[src/hdl/uvbif_pkg.sv]
`timescale 1ns / 1ps
`default_nettype none

package uvbif_pkg;

  // descriptor codes and limits
  localparam logic [7:0]  IFACE_TYPE    = 8'd4;
  localparam logic [7:0]  IFACE_MIN_LEN = 8'd9;
  localparam logic [7:0]  EP_TYPE       = 8'd5;
  localparam logic [7:0]  EP_MIN_LEN    = 8'd7;
  localparam logic [7:0]  MIN_DESC_LEN  = 8'd2;
  localparam logic [7:0]  VENDOR_CLASS  = 8'hff;
  localparam logic [1:0]  XFER_BULK     = 2'd2;
  localparam int unsigned DIR_IN_BIT    = 7;
  localparam int unsigned MPS_WIDTH     = 11;

  // byte position codes inside a descriptor
  localparam logic [7:0] POS_LENGTH = 8'd0;
  localparam logic [7:0] POS_TYPE   = 8'd1;
  localparam logic [7:0] POS_TWO    = 8'd2;
  localparam logic [7:0] POS_THREE  = 8'd3;
  localparam logic [7:0] POS_FOUR   = 8'd4;
  localparam logic [7:0] POS_FIVE   = 8'd5;

  typedef struct packed {
    logic [7:0] desc_byte;
    logic       last_byte;
  } uvbif_in_t;

  typedef struct packed {
    logic                 found;
    logic [7:0]           interface_number;
    logic [7:0]           bulk_in_address;
    logic [7:0]           bulk_out_address;
    logic [MPS_WIDTH-1:0] out_max_packet;
  } uvbif_out_t;

endpackage

`default_nettype wire

[src/hdl/uvbif_parser.sv]
`timescale 1ns / 1ps
`default_nettype none

module uvbif_parser (
  input  wire                   clk,
  input  wire                   rst,
  input  wire                   advance,
  input  uvbif_pkg::uvbif_in_t  byte_data,
  output uvbif_pkg::uvbif_out_t result
);
  import uvbif_pkg::*;

  logic [7:0]           pos_in_desc, pos_in_desc_next;
  logic [7:0]           cur_desc_len, cur_desc_len_next;
  logic [7:0]           cur_desc_type, cur_desc_type_next;
  logic [7:0]           byte_two, byte_two_next;
  logic [7:0]           byte_three, byte_three_next;
  logic [7:0]           byte_four, byte_four_next;
  logic [7:0]           byte_five, byte_five_next;
  logic [7:0]           current_iface, current_iface_next;
  logic                 vendor_seen, vendor_seen_next;
  logic [7:0]           in_ep, in_ep_next;
  logic [7:0]           out_ep, out_ep_next;
  logic [MPS_WIDTH-1:0] out_mps_reg, out_mps_reg_next;
  logic                 halted, halted_next;
  logic                 desc_done;
  logic                 have_match;
  logic                 match_next;
  logic [7:0]           b;

  assign b          = byte_data.desc_byte;
  assign have_match = vendor_seen && (in_ep != 8'd0) && (out_ep != 8'd0);
  assign desc_done  = ({1'b0, pos_in_desc} + 9'd1) >= {1'b0, cur_desc_len};

  // per-byte descriptor update
  always_comb begin
    pos_in_desc_next   = pos_in_desc;
    cur_desc_len_next  = cur_desc_len;
    cur_desc_type_next = cur_desc_type;
    byte_two_next      = byte_two;
    byte_three_next    = byte_three;
    byte_four_next     = byte_four;
    byte_five_next     = byte_five;
    current_iface_next = current_iface;
    vendor_seen_next   = vendor_seen;
    in_ep_next         = in_ep;
    out_ep_next        = out_ep;
    out_mps_reg_next   = out_mps_reg;
    halted_next        = halted;
    if (!halted) begin
      if (pos_in_desc == POS_LENGTH) begin
        cur_desc_len_next = b;
        if (b < MIN_DESC_LEN) begin
          halted_next = 1'b1;
        end else begin
          pos_in_desc_next = POS_TYPE;
        end
      end else begin
        case (pos_in_desc)
          POS_TYPE:  cur_desc_type_next = b;
          POS_TWO:   byte_two_next      = b;
          POS_THREE: byte_three_next    = b;
          POS_FOUR:  byte_four_next     = b;
          POS_FIVE:  byte_five_next     = b;
          default:   ;
        endcase
        if (desc_done) begin
          pos_in_desc_next = POS_LENGTH;
          // act on the completed descriptor
          if (cur_desc_type_next == IFACE_TYPE && cur_desc_len >= IFACE_MIN_LEN) begin
            if (have_match) begin
              halted_next = 1'b1;
            end else begin
              current_iface_next = byte_two_next;
              vendor_seen_next   = (byte_five_next == VENDOR_CLASS);
              in_ep_next         = 8'd0;
              out_ep_next        = 8'd0;
              out_mps_reg_next   = '0;
            end
          end else if (cur_desc_type_next == EP_TYPE && cur_desc_len >= EP_MIN_LEN &&
                       vendor_seen) begin
            if (byte_three_next[1:0] == XFER_BULK) begin
              if (byte_two_next[DIR_IN_BIT]) begin
                in_ep_next = byte_two_next;
              end else begin
                out_ep_next      = byte_two_next;
                out_mps_reg_next = {byte_five_next[MPS_WIDTH-9:0], byte_four_next};
              end
            end
          end
        end else begin
          pos_in_desc_next = pos_in_desc + 8'd1;
        end
      end
    end
  end

  // result for the set as it stands after this byte
  assign match_next = vendor_seen_next && (in_ep_next != 8'd0) && (out_ep_next != 8'd0);

  always_comb begin
    result = '0;
    if (match_next) begin
      result.found            = 1'b1;
      result.interface_number = current_iface_next;
      result.bulk_in_address  = in_ep_next;
      result.bulk_out_address = out_ep_next;
      result.out_max_packet   = out_mps_reg_next;
    end
  end

  // parser state, cleared by rst and after the last byte of a set
  always_ff @(posedge clk) begin
    if (rst || (advance && byte_data.last_byte)) begin
      pos_in_desc   <= '0;
      cur_desc_len  <= '0;
      cur_desc_type <= '0;
      byte_two      <= '0;
      byte_three    <= '0;
      byte_four     <= '0;
      byte_five     <= '0;
      current_iface <= '0;
      vendor_seen   <= 1'b0;
      in_ep         <= '0;
      out_ep        <= '0;
      out_mps_reg   <= '0;
      halted        <= 1'b0;
    end else if (advance) begin
      pos_in_desc   <= pos_in_desc_next;
      cur_desc_len  <= cur_desc_len_next;
      cur_desc_type <= cur_desc_type_next;
      byte_two      <= byte_two_next;
      byte_three    <= byte_three_next;
      byte_four     <= byte_four_next;
      byte_five     <= byte_five_next;
      current_iface <= current_iface_next;
      vendor_seen   <= vendor_seen_next;
      in_ep         <= in_ep_next;
      out_ep        <= out_ep_next;
      out_mps_reg   <= out_mps_reg_next;
      halted        <= halted_next;
    end
  end

endmodule

`default_nettype wire

[src/hdl/usb_vendor_bulk_interface_finder.sv]
`timescale 1ns / 1ps
`default_nettype none

// channel   valid          ready          payload
// bytes     byte_valid     byte_ready     byte_data   (desc_byte, last_byte)
// results   result_valid   result_ready   result_data (found, interface_number,
//                                                      bulk_in_address, bulk_out_address,
//                                                      out_max_packet)
//
// one byte per cycle unless a byte that ends a set is held; each byte is registered
// in the input register, and the parser updates its state and the result register
// as the byte leaves it; a result is loaded when the last byte of its set leaves.
// rst clears the input register, the parser state and the result register.
// while a result waits, bytes that do not end a set still flow; a byte that
// ends a set waits in the input register until the result register is free.

module usb_vendor_bulk_interface_finder (
  input  wire                   clk,
  input  wire                   rst,
  input  wire                   byte_valid,
  output logic                  byte_ready,
  input  uvbif_pkg::uvbif_in_t  byte_data,
  output logic                  result_valid,
  input  wire                   result_ready,
  output uvbif_pkg::uvbif_out_t result_data
);
  import uvbif_pkg::*;

  uvbif_in_t  s1_data;
  logic       s1_valid;
  logic       s1_move;
  logic       result_load;
  uvbif_out_t parsed;

  // input stage can hand its byte on unless it ends a set and the result is blocked
  assign s1_move     = s1_valid && (!s1_data.last_byte || !result_valid || result_ready);
  assign byte_ready  = !s1_valid || s1_move;
  assign result_load = s1_move && s1_data.last_byte;

  // input register
  always_ff @(posedge clk) begin
    if (rst) begin
      s1_valid <= 1'b0;
    end else if (byte_valid && byte_ready) begin
      s1_valid <= 1'b1;
    end else if (s1_move) begin
      s1_valid <= 1'b0;
    end
  end

  always_ff @(posedge clk) begin
    if (byte_valid && byte_ready) begin
      s1_data <= byte_data;
    end
  end

  uvbif_parser u_parser (
    .clk       (clk),
    .rst       (rst),
    .advance   (s1_move),
    .byte_data (s1_data),
    .result    (parsed)
  );

  // result register
  always_ff @(posedge clk) begin
    if (rst) begin
      result_valid <= 1'b0;
    end else if (result_load) begin
      result_valid <= 1'b1;
    end else if (result_ready) begin
      result_valid <= 1'b0;
    end
  end

  always_ff @(posedge clk) begin
    if (result_load) begin
      result_data <= parsed;
    end
  end

  // checks
  a_empty_when_not_found: assert property (@(posedge clk) disable iff (rst)
    result_valid && !result_data.found |->
      result_data.interface_number == 8'd0 && result_data.bulk_in_address == 8'd0 &&
      result_data.bulk_out_address == 8'd0 && result_data.out_max_packet == '0)
    else $error("result fields not cleared when nothing found");

  a_found_endpoints: assert property (@(posedge clk) disable iff (rst)
    result_valid && result_data.found |->
      result_data.bulk_in_address[DIR_IN_BIT] && result_data.bulk_out_address != 8'd0)
    else $error("found result without valid in and out endpoints");

  a_last_byte_gives_result: assert property (@(posedge clk) disable iff (rst)
    s1_move && s1_data.last_byte |=> result_valid)
    else $error("last byte did not load a result");

  a_blocked_last_holds: assert property (@(posedge clk) disable iff (rst)
    s1_valid && s1_data.last_byte && result_valid && !result_ready |-> !byte_ready)
    else $error("input taken while a set end is blocked");

endmodule

`default_nettype wire
[config.mk]
export PLATFORM = sky130hd
export DESIGN_NAME = usb_vendor_bulk_interface_finder
export DESIGN_NICKNAME = d
export VERILOG_FILES = /design/src/hdl/uvbif_pkg.sv /design/src/hdl/uvbif_parser.sv /design/src/hdl/usb_vendor_bulk_interface_finder.sv
export SDC_FILE = /design/constraint.sdc
export NUM_CORES = 1
export LEC_CHECK = 0
export ABC_CLOCK_PERIOD_IN_PS = 3400
export BUFFER_PORTS_ARGS = -buffer_cell sky130_fd_sc_hd__buf_2
export CORE_ASPECT_RATIO = 1.5
export CORE_MARGIN = 3
export CORE_UTILIZATION = 35
export CTS_CLUSTER_DIAMETER = 50
export DETAILED_ROUTE_END_ITERATION = 10
export SKIP_CTS_REPAIR_TIMING = 1
export SKIP_LAST_GASP = 1
export SLEW_MARGIN = 5
export SYNTH_ARGS = -nofsm -noshare
export SYNTH_HDL_FRONTEND = slang
export SYNTH_SLANG_ARGS = --single-unit
[constraint.sdc]
create_clock -name clk -period 3.4 [get_ports clk]
set_input_delay 0.85 -clock clk [delete_from_list [all_inputs] [get_ports clk]]
set_output_delay 0.85 -clock clk [all_outputs]
set_load 0.1 [all_outputs]
==> out/metrics.csv, run 1 <==
stage;metric;value;unit
critical_path;worstSetupPathType;flop to flop;
global_route;overall_overflow_remaining_after_global_route;0;
placed_design;post-dp-hpwl;12100;µm
die;y_dimension_of_the_die;172;µm
timing;clock.fmax;0.293;GHz
cts;tritoncts_clock_tree;done;
logic_synthesis;top_reg_cell_synth;dfxtp_1;
power_and_ir_drop;power-per-cell-area;462;mW/mm²
layout;fill_cells;1669;
critical_path;required;3.57;ns
timing;layout_worst_path_cycle_share;100;%
routing;route.vias.total;5402;
logic_synthesis;synth-edff-count;45;
min_path;timing.hold.worst.class;flop to flop;
logic_synthesis;synthesis.nets;692;
timing;setup_violations;10;
cts;cts_buffer_depth;2;
cts;cts-buffers-inserted;17;
timing;slew-limit-headroom;36.4;%
power_and_ir_drop;cellLeakagePower;3.06;nW
critical_path;r2r.worst_path.cells;15;
logic_synthesis;synth-async-reset-ratio;0;%
layout;drive_gt1_share;28.0;%
logic_synthesis;sequential_cell_area_fraction_in_the_yosys_report;48.4;%
power_and_ir_drop;power.ir.vdd_worst;0.310;mV
die;design.die.area;0.0202;mm²
timing;hold_viol;0;
min_path;worstHoldStart;u_parser.out_mps_reg[8];
die;initial_utilization;35.9;%
logic_synthesis;post_synth.cell_area_avg;9.70;µm²
outcome;violated_checks;negative setup slack;
critical_path;timing.critical_path.fanout_max;8;
layout;signed_area_change_from_the_synthesized_netlist_to_the_final_layout;27.5;%
cts;clkSlewWorstSetupHoldPaths;0.06;ns
timing;period_needed;3.41;ns
die;io_pins;51;
placed_design;io_buffers;50;
outcome;run_status;finished with violations;
routing;avgRoutedWirePerCell;17.6;µm
cts;clk_root_buffer_cell;clkbuf_16;
routing;drt-pass1-iter-count;5;
critical_path;critical_path.startpoint_type;flop;
layout;num_antenna_cells;0;
routing;drt_iter0_drc;336;
routing;remaining_number_of_nets_flagged_by_the_antenna_check_after_routing;0;
critical_path;cp-startpoint;u_parser.pos_in_desc[0];
global_route;grt_pass1_wl;26700;µm
logic_synthesis;ys_types;63;
routing;totalWireLength;17300;µm
logic_synthesis;yosysWarningCount;0;
global_route;grt_use_total;17.0;%
timing;final.setup.worst_slack;-0.0133;ns
global_route;antenna_found_initial;0;
timing;skew;0.0118;ns
power_and_ir_drop;p_total;0.00381;W
placed_design;gp_congestion;0.886;
min_path;hold-path-cell-count;2;
logic_synthesis;synthesis.instances;667;
run;max-cap-violations;0;
layout;num-nets-final;781;
global_route;grt_pass1_vias;5340;
cts;clock-sinks;134;
critical_path;worst_r2r_startpoint;u_parser.pos_in_desc[0];
timing;grt_setup_unrepaired;true;
logic_synthesis;syn_area;0.00647;mm²
critical_path;worst-endpoint-arrival;3.58;ns
die;row_count;60;
die;coreArea;0.0180;mm²
routing;drc;0;
critical_path;worst_setup_path_end_kind;flop;
routing;viasPerCell;5.48;
cts;insertion_delay;0.42;ns
timing;max_slew_violations;0;
layout;largest_register_ffs;36;
timing;worst_pin_slew;0.949;ns
die;die_width;117;µm
global_route;grt_max_degree;46;
cts;h-tree-depth;4;
logic_synthesis;ys_ff_latch;134;
timing;setup-tns-final;-0.0548;ns
[metal layers]
layer  global-route usage (%)  up-vias  wire (µm)
li1                         -     2593          -
met1                     18.6     2592       6690
met2                     29.6      160       9130
met3                     3.19       57        634
met4                     10.8        0        864
met5                        0        -          0
[cells in the mapped netlist, types with 3 or more instances]
library cell  number  area (µm²)
a2111oi_2          8         120
a211oi_1          29         218
a21o_1             3        22.5
a21oi_1           34         170
a22oi_1           14         105
a2bb2oi_1          9        78.8
a31oi_1            4        25.0
and2_1             9        56.3
and3_1             8        50.1
buf_4              5        37.5
buf_6              4        45.0
clkbuf_1          31         116
dfxtp_1           89        1780
edfxtp_1          45        1350
ha_1              12         150
inv_1             13        48.8
mux2i_1           36         360
nand2_1           41         154
nand2b_1           3        18.8
nand3_1           22         110
nand4_1            6        37.5
nor2_1           139         522
nor3_1             5        25.0
nor3_2            12         120
nor4_1             8        50.1
o21ai_0           16        80.1
o2bb2ai_1          8        70.1
or3_1              5        31.3
xor2_1             4        35.0
[worst max-delay path, stage by stage, from the launching register on]
cell	delay, ns
dfxtp_2	0.34
and3_4	0.19
and3_4	0.21
nand3_4	0.09
xnor2_2	0.15
ha_1	0.32
and3_4	0.21
o2111ai_4	0.09
o211ai_1	0.21
nand2_1	0.15
or3_4	0.42
a21oi_1	0.20
o211a_4	0.26
buf_12	0.14
buf_12	0.13
nor3_2	0.04
[final timing paths]
kind                             endpoint  slack (ns)
setup / recovery           result_data[3]       -0.01
hold / removal    u_parser.out_mps_reg[8]        0.49
setup reg to reg           result_data[3]       -0.01
hold reg to reg   u_parser.out_mps_reg[8]        0.49
[power by group]
part,switching [W],internal (W),total (W)
clock network,0.000749,0.00110,0.00185
registers,0.0000145,0.00167,0.00169
logic,0.000178,0.0000941,0.000272
[cell families (layout without fill, tap and decap cells)]
| kind of cell | Yosys count | after routing | share of synthesized area, % |
|---|---|---|---|
| compound gates | 141 | 141 | 16.5 |
| flops | 134 | 134 | 48.4 |
| fa+ha+maj | 12 | 12 | 2.32 |
| simple gates | 277 | 277 | 21.4 |
| mux | 40 | 40 | 6.36 |
| xor+xnor | 6 | 6 | 0.813 |
| buf+inv | 57 | 158 | 4.10 |
[through the flow]
step | area (µm²) | worst slack [ns] | hold WS (ns) | std cells | util (%)
final | 8250 | -0.0133 | 0.495 | 985 | 45.8
after detailed placement | 7280 | -0.0572 | 0.480 | 944 | 40.4
after global placement | 7280 | 0.0729 | 0.465 | 944 | 40.4
after floorplan | 6510 | -0.181 | 0.452 | 667 | -
after global routing | 8250 | -0.160 | 0.513 | 985 | 45.8
after CTS | 7870 | -0.0897 | 0.493 | 975 | 43.7
[area by class of cell]
cell class | count | area, µm² | share of cell area, %
inverters | 13 | 48.8 | 0.592
well taps | 217 | 272 | 3.29
multi-input cells | 476 | 3320 | 40.3
repair buffers | 114 | 876 | 10.6
clock inverters | 14 | 168 | 2.03
flip-flops and latches | 134 | 3140 | 38.0
clock buffers | 17 | 425 | 5.16
[cell usage in the layout (no fill, tap or decap), types with 4 or more instances in the layout]
cell type	instances
o21ai_0	16
ha_1	12
a2111oi_4	8
buf_4	54
xor2_1	4
clkinvlp_4	4
and3_1	4
a2bb2oi_1	9
dfxtp_1	86
nand3_1	20
nor2_4	5
a211oi_1	29
o2bb2ai_1	8
clkbuf_16	21
and2_1	8
nand2_1	40
nor4_1	8
nor3_2	12
inv_6	7
nand4_1	6
buf_2	50
nor2_2	5
a22oi_1	13
nor2_1	130
or3_1	4
mux2i_1	36
edfxtp_1	45
nor3_1	5
buf_12	6
a21oi_1	34
inv_1	13
(Power assumes the default switching activity.)
==> run 2: changes to the inputs <==
Settings changed: BUFFER_PORTS_ARGS -buffer_cell sky130_fd_sc_hd__buf_2 to -buffer_cell sky130_fd_sc_hd__clkbuf_2, CTS_CLUSTER_DIAMETER 50 to 80.
==> out/metrics.csv, run 2 (synthesis gave the netlist of run 1 again) <==
stage;metric;value;unit;change
outcome;run_status;completed;;
timing;clock.fmax;0.294;GHz;+0.44%
layout;postLayoutCoreUtil;46.5;%;+0.76 points
timing;setup_violations;0;;-10
cts;clkSlewWorstSetupHoldPaths;0.06;ns;about the same
layout;largest_register_ffs;36;;unchanged
routing;viasPerCell;5.48;;-0.11%
placed_design;io_buffers;50;;unchanged
placed_design;placedInstanceArea;0.00721;mm²;-1.0%
timing;period_needed;3.40;ns;-0.0149 ns
routing;remaining_number_of_nets_flagged_by_the_antenna_check_after_routing;0;;unchanged
routing;drt_iter0_drc;305;;-9.2%
die;design.die.area;0.0202;mm²;unchanged
critical_path;crit_path_top_delay_cell;dfxtp_2;;
timing;layout_worst_path_cycle_share;100;%;-0.44 points
timing;grt_setup_unrepaired;true;;
layout;num_antenna_cells;0;;unchanged
placed_design;dp_slack;-0.0526;ns;+0.00460 ns
min_path;timing.hold.worst.class;flop to flop;;
global_route;grt_use_total;17.0;%;+0.060 points
cts;h-tree-depth;4;;unchanged
timing;setup-tns-final;0;ns;+0.0548 ns
die;coreArea;0.0180;mm²;unchanged
routing;drc;0;;unchanged
power_and_ir_drop;fraction_of_power_spent_switching_nets;24.8;%;+0.086 points
global_route;grt_pass1_vias;5383;;+0.81%
layout;layout_commonest_cell;nor2_1;;
layout;area_of_the_multi_input_gates;0.00347;mm²;+4.5%
layout;fill_cells;1667;;-0.12%
critical_path;rrSetupSlack;0.002;ns;about the same
critical_path;worst_path_largest_cell_delay;0.32;ns;-0.10 ns
global_route;grt_max_degree;39;;-15%
global_route;overall_overflow_remaining_after_global_route;0;;unchanged
layout;drive_gt1_share;30.1;%;+2.1 points
power_and_ir_drop;p_clk_share;46.9;%;-1.6 points
power_and_ir_drop;comb_pwr_share;7.5;%;+0.3 points
critical_path;critical_path.startpoint_type;flop;;
layout;signed_area_change_from_the_synthesized_netlist_to_the_final_layout;29.6;%;
die;initial_utilization;35.9;%;unchanged
critical_path;worstSetupPathType;flop to flop;;
timing;final.setup.worst_slack;0.00162;ns;+0.0149 ns
run;max-cap-violations;0;;unchanged
routing;route.vias.total;5418;;+0.30%
layout;num-nets-final;784;;+0.38%
layout;design_area;0.00838;mm²;+1.7%
cts;cts_buffer_depth;2;;unchanged
power_and_ir_drop;p_total;0.00370;W;-2.7%
die;io_pins;51;;unchanged
timing;skew;0.0108;ns;-0.00104 ns
cts;clk_root_buffer_cell;clkbuf_16;;
timing;hold_viol;0;;unchanged
power_and_ir_drop;power_switching;0.000919;W;-2.4%
global_route;antenna_found_initial;0;;unchanged
layout;final_cell_mix;nor2_1, dfxtp_1, buf_4, clkbuf_2, edfxtp_1;;
timing;slew-limit-headroom;38.0;%;+1.5 points
timing;max_slew_violations;0;;unchanged
routing;drt-pass1-iter-count;4;;-1
cts;insertion_delay;0.42;ns;about the same
cts;cts-buffers-inserted;17;;unchanged
critical_path;timing.critical_path.fanout_max;6;;-2
power_and_ir_drop;cellLeakagePower;3.09;nW;+1.1%
die;y_dimension_of_the_die;172;µm;unchanged
critical_path;cp_dominant_cell_by_count;and3_4;;
cts;tritoncts_clock_tree;done;;
critical_path;required;3.57;ns;about the same
die;die_width;117;µm;unchanged
power_and_ir_drop;p_seq_share;45.6;%;+1.2 points
timing;worst_pin_slew;0.926;ns;-0.0228 ns
die;row_count;60;;unchanged
placed_design;gp_congestion;0.886;;about the same
cts;clock-sinks;134;;unchanged
power_and_ir_drop;power-per-cell-area;442;mW/mm²;-4.3%
critical_path;cp_cell_sequence;and3_4, and3_4, buf_4, xor2_2, ha_1, and3_4, o2111ai_4, o211a_1, nor3_4, buf_4, nand2_2, and2_4, o21ai_4, buf_12, clkbuf_16, nor3_2;;
global_route;grt_pass1_wl;26900;µm;+0.57%
critical_path;worst_setup_path_end_kind;flop;;
critical_path;worst-endpoint-arrival;3.57;ns;about the same
power_and_ir_drop;internal-power;0.00278;W;-2.8%
routing;avgRoutedWirePerCell;18.1;µm;+2.7%
power_and_ir_drop;power.ir.vdd_worst;0.308;mV;-0.48%
routing;totalWireLength;17900;µm;+3.1%
layout;register_area;0.00314;mm²;unchanged
placed_design;post-dp-hpwl;12000;µm;-0.22%
-- run 2: path summary, 6_finish.rpt --
kind,endpoint,startpoint,cells after the start
hold / removal,u_parser.out_mps_reg[8],u_parser.out_mps_reg[8],2
hold reg to reg,u_parser.out_mps_reg[8],u_parser.out_mps_reg[8],2
setup / recovery,result_data[8],u_parser.pos_in_desc[1],16
setup reg to reg,result_data[8],u_parser.pos_in_desc[1],16
-- run 2: power by group through the flow --
| stage | combinational, W | sequential, W | clock, W |
|---|---|---|---|
| 2_1_floorplan | 0.000143 | 0.00174 | 0 |
| 3_3_place_gp | 0.000239 | 0.00172 | 0 |
| 3_5_place_dp | 0.000244 | 0.00172 | 0 |
| 4_1_cts | 0.000246 | 0.00169 | 0.00177 |
| 5_1_grt | 0.000296 | 0.00169 | 0.00183 |
| 6_report | 0.000277 | 0.00169 | 0.00174 |
-- run 2: layout make-up --
class / instances / share of cell area (%)
Inverter: 13 / 0.582
Multi-Input combinational cell: 476 / 41.4
Tap cell: 217 / 3.24
Sequential cell: 134 / 37.4
Clock inverter: 13 / 1.49
Clock buffer: 19 / 5.16
Timing Repair Buffer: 117 / 10.7
-- run 2: through the flow --
stage | cells | hold WS, ns
finish | 989 | 0.495
global route | 989 | 0.511
CTS | 968 | 0.497
detailed placement | 936 | 0.483
global placement | 936 | 0.465
floorplan | 667 | 0.452
-- run 2: per-layer routing --
metal	vias up	track usage, %	wire (µm)
li1	2597	-	-
met1	2619	18.3	6930
met2	138	30.5	9610
met3	64	3.19	534
met4	0	9.83	780
met5	-	0	0
-- run 2: worst max-delay path, delay by kind of cell (launching register included) --
family,cells,cell delay (ns)
AOI/OAI and AO/OA,3,0.59
buffers and inverters,4,0.69
xor gates and xnor gates,1,0.14
DFF,1,0.32
and+or+nand+nor,7,1.12
adders and majority gates,1,0.29
==> run 3: changes to the inputs <==
Settings changed: CELL_PAD_IN_SITES_DETAIL_PLACEMENT set to 1, CELL_PAD_IN_SITES_GLOBAL_PLACEMENT set to 1, CORE_MARGIN 3 to unset, PLACE_DENSITY_LB_ADDON set to 0.1.
==> out/metrics.csv, run 3 (synthesis gave the netlist of run 1 again) <==
stage;metric;value;unit;change
timing;skew;0.00816;ns;-0.00259 ns
power_and_ir_drop;cellLeakagePower;2.97;nW;-3.9%
cts;insertion_delay;0.42;ns;about the same
global_route;grt_max_degree;74;;+90%
layout;fill_cells;2032;;+22%
placed_design;post-place-cells;943;;+0.75%
routing;drt_iter0_drc;198;;-35%
die;design.die.area;0.0190;mm²;-5.7%
layout;num-nets-final;776;;-1.0%
cts;cts_buffer_depth;2;;unchanged
timing;grt_setup_unrepaired;true;;
critical_path;cp_cell_sequence;and3_4, and3_4, nand3_2, xnor2_2, ha_1, and3_4, o2111ai_4, o211ai_1, nand2_2, or3_4, a22oi_2, o211a_4, clkbuf_16, a2111oi_4;;
die;coreArea;0.0180;mm²;unchanged
min_path;hold-path-cell-count;2;;unchanged
layout;drive_gt1_share;27.0;%;-3.1 points
placed_design;dp_slack;-0.115;ns;-0.0620 ns
critical_path;rrSetupSlack;0.03;ns;+0.03 ns
timing;final.setup.worst_slack;0.0340;ns;+0.0324 ns
critical_path;worst_r2r_startpoint;u_parser.pos_in_desc[0];;
critical_path;required;3.55;ns;-0.02 ns
outcome;run_status;completed;;
timing;setup_violations;0;;unchanged
timing;period_needed;3.37;ns;-0.0324 ns
die;y_dimension_of_the_die;168;µm;-2.3%
global_route;antenna_found_initial;0;;unchanged
critical_path;crit_path_top_delay_cell;or3_4;;
routing;remaining_number_of_nets_flagged_by_the_antenna_check_after_routing;0;;unchanged
placed_design;placedInstanceArea;0.00727;mm²;+0.90%
timing;slew-limit-headroom;34.5;%;-3.5 points
die;initial_utilization;35.9;%;unchanged
timing;max_slew_violations;0;;unchanged
timing;hold_viol;0;;unchanged
die;row_count;60;;unchanged
critical_path;cp_dominant_cell_by_count;and3_4;;
timing;worst_pin_slew;0.978;ns;+0.0519 ns
cts;clock-sinks;134;;unchanged
min_path;worstHoldStart;u_parser.out_mps_reg[10];;
power_and_ir_drop;power.ir.vdd_worst;0.292;mV;-5.3%
cts;clk_root_buffer_cell;clkbuf_16;;
global_route;overall_overflow_remaining_after_global_route;0;;unchanged
routing;totalWireLength;18900;µm;+5.6%
layout;num_antenna_cells;0;;unchanged
placed_design;io_buffers;50;;unchanged
run;max-cap-violations;0;;unchanged
layout;final_cell_mix;nor2_1, dfxtp_1, clkbuf_2, buf_4, edfxtp_1;;
routing;avgRoutedWirePerCell;19.2;µm;+6.4%
global_route;grt_pass1_wl;29700;µm;+11%
cts;h-tree-depth;4;;unchanged
critical_path;worstSetupPathType;flop to flop;;
die;die_width;113;µm;-3.4%
power_and_ir_drop;power-per-cell-area;459;mW/mm²;+4.0%
min_path;hold-path-endpoint;u_parser.out_mps_reg[10];;
timing;layout_worst_path_cycle_share;99.0;%;-0.95 points
min_path;timing.hold.worst.class;flop to flop;;
placed_design;gp_congestion;0.820;;-7.5%
die;io_pins;51;;unchanged
cts;tritoncts_clock_tree;done;;
critical_path;timing.critical_path.fanout_max;7;;+1
routing;route.vias.total;5277;;-2.6%
layout;design_area;0.00812;mm²;-3.1%
layout;layout_commonest_cell;nor2_1;;
critical_path;worst-endpoint-arrival;3.52;ns;-0.05 ns
critical_path;worst_path_largest_cell_delay;0.42;ns;+0.10 ns
cts;cts-buffers-inserted;17;;unchanged
global_route;grt_pass1_vias;5589;;+3.8%
critical_path;r2r.worst_path.cells;14;;-2
timing;clock.fmax;0.297;GHz;+0.96%
global_route;grt_use_total;20.3;%;+3.3 points
cts;clkSlewWorstSetupHoldPaths;0.06;ns;about the same
routing;drt-pass1-iter-count;4;;unchanged
layout;largest_register_ffs;36;;unchanged
routing;viasPerCell;5.38;;-1.8%
routing;drc;0;;unchanged
critical_path;worst_setup_path_end_kind;flop;;
critical_path;crit_reg_reg_endpoint;result_data[31];;
layout;signed_area_change_from_the_synthesized_netlist_to_the_final_layout;25.6;%;
critical_path;critical_path.startpoint_type;flop;;
layout;fin_cells;981;;-0.81%
placed_design;post-dp-hpwl;13300;µm;+10%
run 3: changes by cell type in the layout (fill, tap and decap cells not counted), sizes merged:
cell / before / now
buf: 63 / 57
clkinv: 7 / 3
clkinvlp: 1 / 5
inv: 17 / 15
run 3: cell type report:
| type | count | area (µm²) | share of cell area [%] |
|---|---|---|---|
| Inverter | 13 | 48.8 | 0.601 |
| Tap cell | 217 | 272 | 3.34 |
| Timing Repair Buffer | 109 | 816 | 10.0 |
| Clock buffer | 21 | 460 | 5.67 |
| Sequential cell | 134 | 3140 | 38.6 |
| Clock inverter | 11 | 100 | 1.23 |
| Multi-Input combinational cell | 476 | 3290 | 40.5 |
run 3: layer usage:
layer	track usage, %	share of wire (%)	up-vias	wire length [µm]
li1	-	-	2580	-
met1	23.1	42	2593	7910
met2	37.1	54	77	10100
met3	3.90	2.0	27	378
met4	8.07	2.4	0	457
met5	0	0	-	0
run 3: how the worst max path moves through the flow:
stage | start | to | slack, ns
floorplan | u_parser.pos_in_desc[2] | result_data[3] | -0.18
global placement | u_parser.pos_in_desc[1] | result_data[33] | 0.03
detailed placement | u_parser.pos_in_desc[1] | result_data[34] | -0.11
CTS | u_parser.pos_in_desc[1] | result_data[29] | -0.15
global route | u_parser.pos_in_desc[0] | result_data[31] | -0.11
finish | u_parser.pos_in_desc[0] | result_data[31] | 0.03
run 3: through the flow:
stage / hold slack, ns / util (%) / power [W] / setup TNS [ns]
2_1_floorplan: 0.452 / - / 0.00188 / -3.95
3_3_place_gp: 0.465 / 40.4 / 0.00198 / 0
3_5_place_dp: 0.481 / 40.4 / 0.00198 / -0.643
4_1_cts: 0.496 / 43.5 / 0.00377 / -1.61
5_1_grt: 0.518 / 45.1 / 0.00386 / -2.74
6_report: 0.493 / 45.1 / 0.00373 / 0
run 3: worst max-delay path: cells and delay by family, from the launching register on:
family / cells / cell delay (ns)
and+or+nand+nor: 6 / 1.21
DFF: 1 / 0.34
xor gates and xnor gates: 1 / 0.17
adders and majority gates: 1 / 0.31
AOI/OAI and AO/OA: 5 / 0.87
buffers and inverters: 1 / 0.19
run 3: power by group:
group / total (W) / internal (W) / switching (W) / leakage [nW]
registers: 0.00169 / 0.00167 / 0.0000159 / 1.21
logic: 0.000273 / 0.0000913 / 0.000182 / 1.50
clock network: 0.00177 / 0.00104 / 0.000724 / 0.262
